## src/hw/rtl/alarm_and_night_window_scheduler_defines.svh

```systemverilog
// Assertion helpers for the alarm and night-window scheduler.
// Both sample on the rising edge of clk and stay quiet while rst_n is low.
`ifndef ALARM_AND_NIGHT_WINDOW_SCHEDULER_DEFINES_SVH
`define ALARM_AND_NIGHT_WINDOW_SCHEDULER_DEFINES_SVH

// Check that a condition implies another in the same cycle.
`define ANWS_ASSERT_SAME(name, ante, cons, msg) \
    name: assert property (@(posedge clk) disable iff (!rst_n) (ante) |-> (cons)) else $error(msg);

// Check that a condition implies another in the next cycle.
`define ANWS_ASSERT_NEXT(name, ante, cons, msg) \
    name: assert property (@(posedge clk) disable iff (!rst_n) (ante) |=> (cons)) else $error(msg);

`endif

```

## src/hw/rtl/anws_pkg.sv

```systemverilog
`default_nettype none

package anws_pkg;

    // Field widths
    localparam int WEEKDAY_W   = 3;
    localparam int HOUR_W      = 5;
    localparam int MINUTE_W    = 6;
    localparam int SECOND_W    = 6;
    localparam int ENABLES_W   = 2;
    localparam int ELAPSED_W   = 6;
    localparam int CFG_DATA_W  = 6;
    localparam int CFG_INDEX_W = 3;
    // Minutes of the day as raw values: 60 * 31 + 63 fits in 11 bits
    localparam int DAYMIN_W    = 11;

    // Alarm only starts in the first 50 seconds of the minute
    localparam logic [SECOND_W-1:0] SECOND_LIMIT = 6'd50;

    // Enable bits
    localparam int EN_ALARM = 0;
    localparam int EN_NIGHT = 1;

    // Register indexes
    localparam logic [CFG_INDEX_W-1:0] REG_ENABLES      = 3'd0;
    localparam logic [CFG_INDEX_W-1:0] REG_ALARM_DAY    = 3'd1;
    localparam logic [CFG_INDEX_W-1:0] REG_ALARM_HOUR   = 3'd2;
    localparam logic [CFG_INDEX_W-1:0] REG_ALARM_MIN    = 3'd3;
    localparam logic [CFG_INDEX_W-1:0] REG_NIGHT_S_HOUR = 3'd4;
    localparam logic [CFG_INDEX_W-1:0] REG_NIGHT_S_MIN  = 3'd5;
    localparam logic [CFG_INDEX_W-1:0] REG_NIGHT_E_HOUR = 3'd6;
    localparam logic [CFG_INDEX_W-1:0] REG_NIGHT_E_MIN  = 3'd7;

    // Register reset values
    localparam logic [ENABLES_W-1:0] RST_ENABLES      = 2'd0;
    localparam logic [WEEKDAY_W-1:0] RST_ALARM_DAY    = 3'd5;
    localparam logic [HOUR_W-1:0]    RST_ALARM_HOUR   = 5'd0;
    localparam logic [MINUTE_W-1:0]  RST_ALARM_MIN    = 6'd33;
    localparam logic [HOUR_W-1:0]    RST_NIGHT_S_HOUR = 5'd22;
    localparam logic [MINUTE_W-1:0]  RST_NIGHT_S_MIN  = 6'd26;
    localparam logic [HOUR_W-1:0]    RST_NIGHT_E_HOUR = 5'd5;
    localparam logic [MINUTE_W-1:0]  RST_NIGHT_E_MIN  = 6'd59;

    typedef struct packed {
        logic [WEEKDAY_W-1:0] weekday;
        logic [HOUR_W-1:0]    hour_now;
        logic [MINUTE_W-1:0]  minute_now;
        logic [SECOND_W-1:0]  second_now;
        logic                 stop_request;
    } anws_in_t;

    typedef struct packed {
        logic buzzer_on;
        logic alarm_showing;
        logic night_now;
        logic night_entered;
        logic night_left;
    } anws_out_t;

    typedef struct packed {
        logic [HOUR_W-1:0]   start_hour;
        logic [MINUTE_W-1:0] start_minute;
        logic [HOUR_W-1:0]   end_hour;
        logic [MINUTE_W-1:0] end_minute;
    } anws_night_cfg_t;

endpackage

`default_nettype wire

```

## src/hw/rtl/anws_night_window.sv

```systemverilog
`default_nettype none

module anws_night_window (
    input  anws_pkg::anws_night_cfg_t          cfg,
    input  wire logic [anws_pkg::HOUR_W-1:0]   hour,
    input  wire logic [anws_pkg::MINUTE_W-1:0] minute,
    output logic                               in_span
);
    import anws_pkg::*;

    // 60 * hour + minute as shifts and one subtract
    function automatic logic [DAYMIN_W-1:0] day_minutes(
        input logic [HOUR_W-1:0]   h,
        input logic [MINUTE_W-1:0] m
    );
        logic [DAYMIN_W-1:0] hx;
        hx = DAYMIN_W'(h);
        return (hx << 6) - (hx << 2) + DAYMIN_W'(m);
    endfunction

    logic [DAYMIN_W-1:0] now_min;
    logic [DAYMIN_W-1:0] start_min;
    logic [DAYMIN_W-1:0] end_min;
    logic                all_day;
    logic                after_start;
    logic                before_end;

    assign now_min     = day_minutes(hour, minute);
    assign start_min   = day_minutes(cfg.start_hour, cfg.start_minute);
    assign end_min     = day_minutes(cfg.end_hour, cfg.end_minute);
    assign all_day     = (cfg.start_hour == cfg.end_hour) &&
                         (cfg.start_minute == cfg.end_minute);
    assign after_start = start_min <= now_min;
    assign before_end  = now_min <= end_min;

    // Pick the whole day, the plain span or the span that wraps midnight
    always_comb
    begin
        priority if (all_day)
        begin
            in_span = 1'b1;
        end
        else if (cfg.start_hour <= cfg.end_hour)
        begin
            in_span = after_start && before_end;
        end
        else
        begin
            in_span = after_start || before_end;
        end
    end

endmodule

`default_nettype wire

```

## src/hw/rtl/alarm_and_night_window_scheduler.sv

```systemverilog
// Alarm and night-window scheduler: takes one time word per second (weekday, hour,
// minute, second, stop request) and returns one status word per tick with the
// buzzer level, whether the alarm is showing, the held night flag and its entry and
// exit strobes. Throughput is one word per clock cycle unless out_ready stalls it;
// a word passes the input then the result register, and the state update (stop
// flag, elapsed counter, buzzer, night flag) is a single combinational pass between
// them. Configuration registers are to be written by the user only while no word
// is in flight, through the cfg_write/cfg_index/cfg_data port; the block does not
// enforce it. After reset: enables 0, alarm day 5 00:33, night 22:26 to 05:59.
`default_nettype none

module alarm_and_night_window_scheduler #(
    parameter int ALARM_SECONDS = 60
) (
    input  wire logic                             clk,
    input  wire logic                             rst_n,
    input  wire logic                             in_valid,
    output logic                                  in_ready,
    input  anws_pkg::anws_in_t                    in_data,
    output logic                                  out_valid,
    input  wire logic                             out_ready,
    output anws_pkg::anws_out_t                   out_data,
    input  wire logic                             cfg_write,
    input  wire logic [anws_pkg::CFG_INDEX_W-1:0] cfg_index,
    input  wire logic [anws_pkg::CFG_DATA_W-1:0]  cfg_data
);
    import anws_pkg::*;

    `include "alarm_and_night_window_scheduler_defines.svh"

    localparam logic [ELAPSED_W-1:0] ALARM_LIMIT = ELAPSED_W'(ALARM_SECONDS);
    localparam logic [ELAPSED_W-1:0] ALARM_LAST  = ELAPSED_W'(ALARM_SECONDS - 1);

    // Configuration registers
    logic [ENABLES_W-1:0] enables_reg;
    logic [WEEKDAY_W-1:0] alarm_day_reg;
    logic [HOUR_W-1:0]    alarm_hour_reg;
    logic [MINUTE_W-1:0]  alarm_min_reg;
    anws_night_cfg_t      night_cfg_reg;

    // Pipeline registers
    logic      in_valid_reg;
    anws_in_t  in_word_reg;
    logic      out_valid_reg;
    anws_out_t out_word_reg;
    anws_out_t out_word_next;
    logic      advance;

    // Scheduler state
    logic                 buzzer_reg;
    logic                 buzzer_next;
    logic                 stop_reg;
    logic                 stop_next;
    logic [ELAPSED_W-1:0] elapsed_reg;
    logic [ELAPSED_W-1:0] elapsed_next;
    logic                 night_reg;
    logic                 night_next;

    logic night_inside;
    logic timeout;
    logic buzzer_mid;
    logic stop_mid;
    logic alarm_hit;

    // Write configuration registers
    always_ff @(posedge clk or negedge rst_n)
    begin
        if (!rst_n)
        begin
            enables_reg                <= RST_ENABLES;
            alarm_day_reg              <= RST_ALARM_DAY;
            alarm_hour_reg             <= RST_ALARM_HOUR;
            alarm_min_reg              <= RST_ALARM_MIN;
            night_cfg_reg.start_hour   <= RST_NIGHT_S_HOUR;
            night_cfg_reg.start_minute <= RST_NIGHT_S_MIN;
            night_cfg_reg.end_hour     <= RST_NIGHT_E_HOUR;
            night_cfg_reg.end_minute   <= RST_NIGHT_E_MIN;
        end
        else if (cfg_write)
        begin
            unique case (cfg_index)
                REG_ENABLES:      enables_reg                <= cfg_data[ENABLES_W-1:0];
                REG_ALARM_DAY:    alarm_day_reg              <= cfg_data[WEEKDAY_W-1:0];
                REG_ALARM_HOUR:   alarm_hour_reg             <= cfg_data[HOUR_W-1:0];
                REG_ALARM_MIN:    alarm_min_reg              <= cfg_data[MINUTE_W-1:0];
                REG_NIGHT_S_HOUR: night_cfg_reg.start_hour   <= cfg_data[HOUR_W-1:0];
                REG_NIGHT_S_MIN:  night_cfg_reg.start_minute <= cfg_data[MINUTE_W-1:0];
                REG_NIGHT_E_HOUR: night_cfg_reg.end_hour     <= cfg_data[HOUR_W-1:0];
                REG_NIGHT_E_MIN:  night_cfg_reg.end_minute   <= cfg_data[MINUTE_W-1:0];
                default:          ;
            endcase
        end
    end

    // Move the held word into the result register when that register is free
    assign advance  = in_valid_reg && (!out_valid_reg || out_ready);
    assign in_ready = !in_valid_reg || advance;

    // Track valid bits of both stages
    always_ff @(posedge clk or negedge rst_n)
    begin
        if (!rst_n)
        begin
            in_valid_reg  <= 1'b0;
            out_valid_reg <= 1'b0;
        end
        else
        begin
            if (in_ready)
            begin
                in_valid_reg <= in_valid;
            end
            if (!out_valid_reg || out_ready)
            begin
                out_valid_reg <= in_valid_reg;
            end
        end
    end

    // Capture payloads
    always_ff @(posedge clk)
    begin
        if (in_ready && in_valid)
        begin
            in_word_reg <= in_data;
        end
        if (advance)
        begin
            out_word_reg <= out_word_next;
        end
    end

    anws_night_window u_night_window (
        .cfg     (night_cfg_reg),
        .hour    (in_word_reg.hour_now),
        .minute  (in_word_reg.minute_now),
        .in_span (night_inside)
    );

    // Step the scheduler for the held word
    assign timeout    = elapsed_reg == ALARM_LAST;
    assign buzzer_mid = buzzer_reg && !timeout;
    assign stop_mid   = (stop_reg || in_word_reg.stop_request) && !timeout;
    assign alarm_hit  = enables_reg[EN_ALARM] &&
                        (in_word_reg.weekday == alarm_day_reg) &&
                        (in_word_reg.hour_now == alarm_hour_reg) &&
                        (in_word_reg.minute_now == alarm_min_reg) &&
                        (in_word_reg.second_now < SECOND_LIMIT) &&
                        !buzzer_mid && !stop_mid;

    always_comb
    begin
        stop_next = stop_mid;
        if (alarm_hit)
        begin
            buzzer_next  = 1'b1;
            elapsed_next = '0;
        end
        else
        begin
            buzzer_next  = buzzer_mid;
            elapsed_next = (elapsed_reg < ALARM_LIMIT) ? elapsed_reg + 1'b1 : elapsed_reg;
        end

        // Night flag follows the window only while night mode is on
        night_next = enables_reg[EN_NIGHT] ? night_inside : night_reg;

        out_word_next.buzzer_on     = buzzer_next;
        out_word_next.alarm_showing = !stop_next && (elapsed_next < ALARM_LIMIT);
        out_word_next.night_now     = night_next;
        out_word_next.night_entered = night_next && !night_reg;
        out_word_next.night_left    = !night_next && night_reg;
    end

    // Commit state once per word
    always_ff @(posedge clk or negedge rst_n)
    begin
        if (!rst_n)
        begin
            buzzer_reg  <= 1'b0;
            stop_reg    <= 1'b0;
            elapsed_reg <= ALARM_LIMIT;
            night_reg   <= 1'b0;
        end
        else if (advance)
        begin
            buzzer_reg  <= buzzer_next;
            stop_reg    <= stop_next;
            elapsed_reg <= elapsed_next;
            night_reg   <= night_next;
        end
    end

    assign out_valid = out_valid_reg;
    assign out_data  = out_word_reg;

    // Checks
    `ANWS_ASSERT_SAME(a_elapsed_bound, 1'b1, elapsed_reg <= ALARM_LIMIT,
                      "elapsed count past limit")
    `ANWS_ASSERT_SAME(a_start_rings, elapsed_reg == '0, buzzer_reg,
                      "alarm restarted with buzzer off")
    `ANWS_ASSERT_NEXT(a_buzzer_off_timeout, buzzer_reg && !timeout, buzzer_reg,
                      "buzzer off before timeout")
    `ANWS_ASSERT_SAME(a_edges_exclusive, out_valid_reg,
                      !(out_word_reg.night_entered && out_word_reg.night_left),
                      "night entry and exit together")

endmodule

`default_nettype wire

```

## config.mk

```make
export PLATFORM = sky130hd
export DESIGN_NAME = alarm_and_night_window_scheduler
export DESIGN_NICKNAME = d
export VERILOG_FILES = /design/src/hw/rtl/anws_pkg.sv /design/src/hw/rtl/anws_night_window.sv /design/src/hw/rtl/alarm_and_night_window_scheduler.sv
export VERILOG_INCLUDE_DIRS = /design/src /design/src/hw/rtl
export SDC_FILE = /design/constraint.sdc
export NUM_CORES = 1
export LEC_CHECK = 0
export BUFFER_PORTS_ARGS = -buffer_cell sky130_fd_sc_hd__buf_2
export CAP_MARGIN = 40
export CELL_PAD_IN_SITES_DETAIL_PLACEMENT = 1
export CELL_PAD_IN_SITES_GLOBAL_PLACEMENT = 1
export CORE_AREA = 2 2 126 152
export DETAILED_ROUTE_END_ITERATION = 10
export DIE_AREA = 0 0 128 154
export MAX_ROUTING_LAYER = met4
export PLACE_DENSITY_LB_ADDON = 0.12
export SYNTH_ARGS = -nofsm -noshare
export SYNTH_HDL_FRONTEND = slang
export SYNTH_SLANG_ARGS = --single-unit
export TNS_END_PERCENT = 20
```

## constraint.sdc

```tcl
create_clock -name clk -period 4.86 [get_ports clk]
set_input_delay 0.729 -clock clk [delete_from_list [all_inputs] [get_ports clk]]
set_output_delay 0.729 -clock clk [all_outputs]
set_load 0.05 [all_outputs]
```

==> results_tabular.tex <==
\begin{tabular}{lr}
\hline
Metric & Value \\
\hline
\multicolumn{2}{l}{\textbf{Outcome}} \\
Outcome & completed \\
\multicolumn{2}{l}{\textbf{Pwr}} \\
Worst IR Drop VDD & 183 uV \\
Total power density per cell area & 492 nW/um2 \\
Tot Pwr & 2.61 mW \\
Standby leakage power & roughly 2.2 nW \\
\multicolumn{2}{l}{\textbf{Die}} \\
Die width & 128 um \\
IO Count & 42 \\
Row cnt & 54 \\
Starting density of the core & 24.8\% \\
DIE HEIGHT & 154 um \\
Core box area & 18,100 um2 \\
Die area & 19,700 um2 \\
\multicolumn{2}{l}{\textbf{CTS}} \\
Cts bufs inserted & 9 \\
Count of clock tree sinks & 74 \\
Clock transition at the registers of the reported paths & around 0.060 ns \\
CTS H-tree lvls & 3 \\
Hold-fix buffers, CTS & 0 \\
Largest buffer count on any clock path & 2 \\
Clock latency on the worst-skew pair & 0.34 ns \\
Root Driver & clkbuf\_16 \\
CTS tree & done \\
\multicolumn{2}{l}{\textbf{Timing}} \\
Final Hold Vio Count & 0 \\
Relative max-transition margin & 56.8\% \\
Setup\_tns & 0 ns \\
Slew at the pin closest to its max-slew limit & 0.648 ns \\
Worst hold slack & 0.497 ns \\
Final min period & about 4.4 ns \\
Final setup violation count & 0 \\
Final Cycle Share & 90.7\% \\
Fmax & 0.227 GHz \\
Clock skew after layout & between 0.009 and 0.01 ns \\
Number of slew-limit violations in the final report & 0 \\
RSZ-0062 raised after global routing & false \\
Worst Slack Setup Final & 0.453 ns \\
\multicolumn{2}{l}{\textbf{Layout}} \\
Most common cell after layout, fill and taps aside & buf\_2 \\
Number of filler instances in the final layout & between 2,000 and 2,500 \\
Area used by sequential logic in the layout & 2000 um2 \\
Relative area change from synthesis to final layout & 18.2\% \\
Fraction of layout instances using a drive strength above 1 & 29.2\% \\
Most used cells in the layout excluding fill and tap cells & buf\_2 (42), ha\_1 (37), mux2\_2 (33), inv\_1 (32), dfrtp\_1 (28) \\
Area taken by multi-input logic gates & roughly 2300 um2 \\
Net count, final & 532 \\
Flip-flop count of the largest register after layout & 22 \\
Final cell count without fillers & slightly below 700 \\
Antenna diode count & 0 \\
Post-route design area & 5300 um2 \\
Fraction of the core area covered by cells at the end of the flow & between 20\% and 30\% \\
\multicolumn{2}{l}{\textbf{Critical path}} \\
Kind of start point of the critical path & flop \\
Critical Path End Type & flop \\
Required @ worst endpoint & slightly below 5 ns \\
Worst Path Max Fanout & 5 \\
Register-to-register path setup slack & 0.45 ns \\
Critical setup path kind & reg2reg \\
Arrival time at the worst endpoint & 4.49 ns \\
\multicolumn{2}{l}{\textbf{GRT}} \\
Largest net degree at the start of global routing & 50 \\
Global-route wire length before repair & 18.7 mm \\
Via count of the first global-routing pass & 3,428 \\
Number of antenna violations at the first check in global routing & 0 \\
Gr ovfl total & 0 \\
Total track usage & 12.8\% \\
\multicolumn{2}{l}{\textbf{Detailed routing}} \\
First DRT Iteration DRCs & 118 \\
Post-detailed-route count of antenna-violating nets & 0 \\
Routed length per instance & $\sim$17 um \\
Total via count in the routed design & 3,173 \\
1st-pass router iterations & 4 \\
Total length of routed wires & 11.4 mm \\
Detailed-route DRC error count & 0 \\
Via/cell ratio & about 4.6 \\
\multicolumn{2}{l}{\textbf{Synthesis}} \\
Yosys Warn Count & 0 \\
Cell type contributing the most total cell area after synthesis & edfxtp\_1 \\
Synthesized area per cell & 11.0 um2 \\
Register area share after synthesis & 44.7\% \\
Ranking of synthesized cells by area & edfxtp\_1 (17\%), dfrtp\_1 (16\%), dfstp\_2 (12\%), ha\_1 (10\%), mux2\_2 (8.3\%) \\
Cells after synthesis & a little over 400 \\
Top cell type's share of synthesized area & 16.7\% \\
Synth Register Bits & 74 \\
Count of different cell masters after synthesis & 59 \\
Most used flip-flop cell after synthesis & dfrtp\_1 \\
Async set-reset flop share out of synthesis & 66.2\% \\
Combined area of all synthesized cells & 4480 um2 \\
Net count after synthesis & between 400 and 500 \\
Post-synth EDFFs & 25 \\
\multicolumn{2}{l}{\textbf{Placed design}} \\
Worst setup slack after placement & 0.314 ns \\
RD Place Congestion & 0.748 \\
Placement Cell Area & 5000 um2 \\
Dpl hpwl & 9.31 mm \\
Placed insts & 673 \\
Port Buffers & 40 \\
\multicolumn{2}{l}{\textbf{Min path}} \\
Path category of the worst min-delay check & in2async \\
\multicolumn{2}{l}{\textbf{Job}} \\
Max-cap viol count & 0 \\
\hline
\end{tabular}
==> layer usage <==
metal | vias to the layer above | part of all wire (%) | global-route usage, %
li1 | 1583 | - | -
met1 | 1543 | 46 | 15.8
met2 | 34 | 51 | 21.7
met3 | 13 | 1.8 | 1.67
met4 | 0 | 1.8 | 3.98
met5 | - | 0 | -
==> path summary, 6_finish.rpt <==
check	startpoint	to	cells after the start
worst max-delay path	in_word_reg[9]	out_data[0]	17
worst min-delay path	rst_n	elapsed_reg[1]	2
worst max register to register	in_word_reg[9]	out_data[0]	17
worst min register to register	in_valid_reg	out_valid	1
max in group asynchronous	rst_n	alarm_day_reg[1]	2
min in group clk	in_valid_reg	out_valid	1
==> report_power, final <==
| group | leakage [nW] | internal (mW) | switching [mW] | total (mW) |
|---|---|---|---|---|
| clock network | 0.135 | 0.398 | 0.258 | 0.656 |
| logic | 1.26 | 0.458 | 0.576 | 1.03 |
| registers | 0.793 | 0.802 | 0.117 | 0.919 |
==> critical path: stages, from the launching register on <==
cell and delay (ns):
edfxtp_1 0.46, ha_1 0.46, o21ai_2 0.12, a2111oi_4 0.44, nor2_1 0.10, xnor2_1 0.31, inv_1 0.09, ha_1 0.27
and2_1 0.19, o221ai_1 0.08, a31oi_1 0.12, a21oi_1 0.17, nor2_1 0.08, a211oi_4 0.28, o21ai_0 0.15, or2_0 0.21
a221o_2 0.43, and4_1 0.20
==> Yosys cell counts (2+ instances only) <==
cell type / n
o21ai_0: 21
nand3_1: 8
nor3_2: 2
xnor2_2: 2
a21oi_1: 19
nor2b_1: 4
nor3_1: 9
nand2_1: 20
o31ai_1: 3
clkbuf_1: 4
xnor2_1: 23
nand2b_1: 9
edfxtp_1: 25
nor2_1: 24
or3_1: 5
a21o_1: 3
and2_1: 3
and3_1: 2
mux2_2: 33
o31a_1: 2
nor3b_1: 2
o21ai_1: 2
nor4_1: 2
dfstp_2: 21
xor2_1: 11
a211oi_2: 3
a31oi_1: 5
and4_1: 2
a41oi_1: 2
nand4b_1: 3
o21a_1: 2
inv_1: 32
o211ai_1: 2
dfrtp_1: 28
nand4_1: 8
a2111o_1: 2
ha_1: 37
==> layout make-up <==
cell class | instances | share of cell area, %
tap | 224 | 5.29
sequential | 74 | 37.8
timing repair buffer | 46 | 4.67
clock inverter | 6 | 1.25
clock buffer | 10 | 4.32
multi-input combinational | 296 | 44.3
inverter | 33 | 2.34
==> cells by family after synthesis <==
group	count (synthesis)	synth area share, %
DFF	74	44.7
xor gates and xnor gates	36	7.37
adders and majority gates	39	10.8
buffers and inverters	37	3.10
and+or+nand+nor	110	13.3
muxes	33	8.29
AOI/OAI and AO/OA	78	12.5
==> what timing repair did <==
item | CTS | global route
setup endpoints to repair | 0 | 1
gates resized for setup | 0 | 1
setup buffers | 0 | 0
Note: power is estimated with default switching activity, not from simulation.
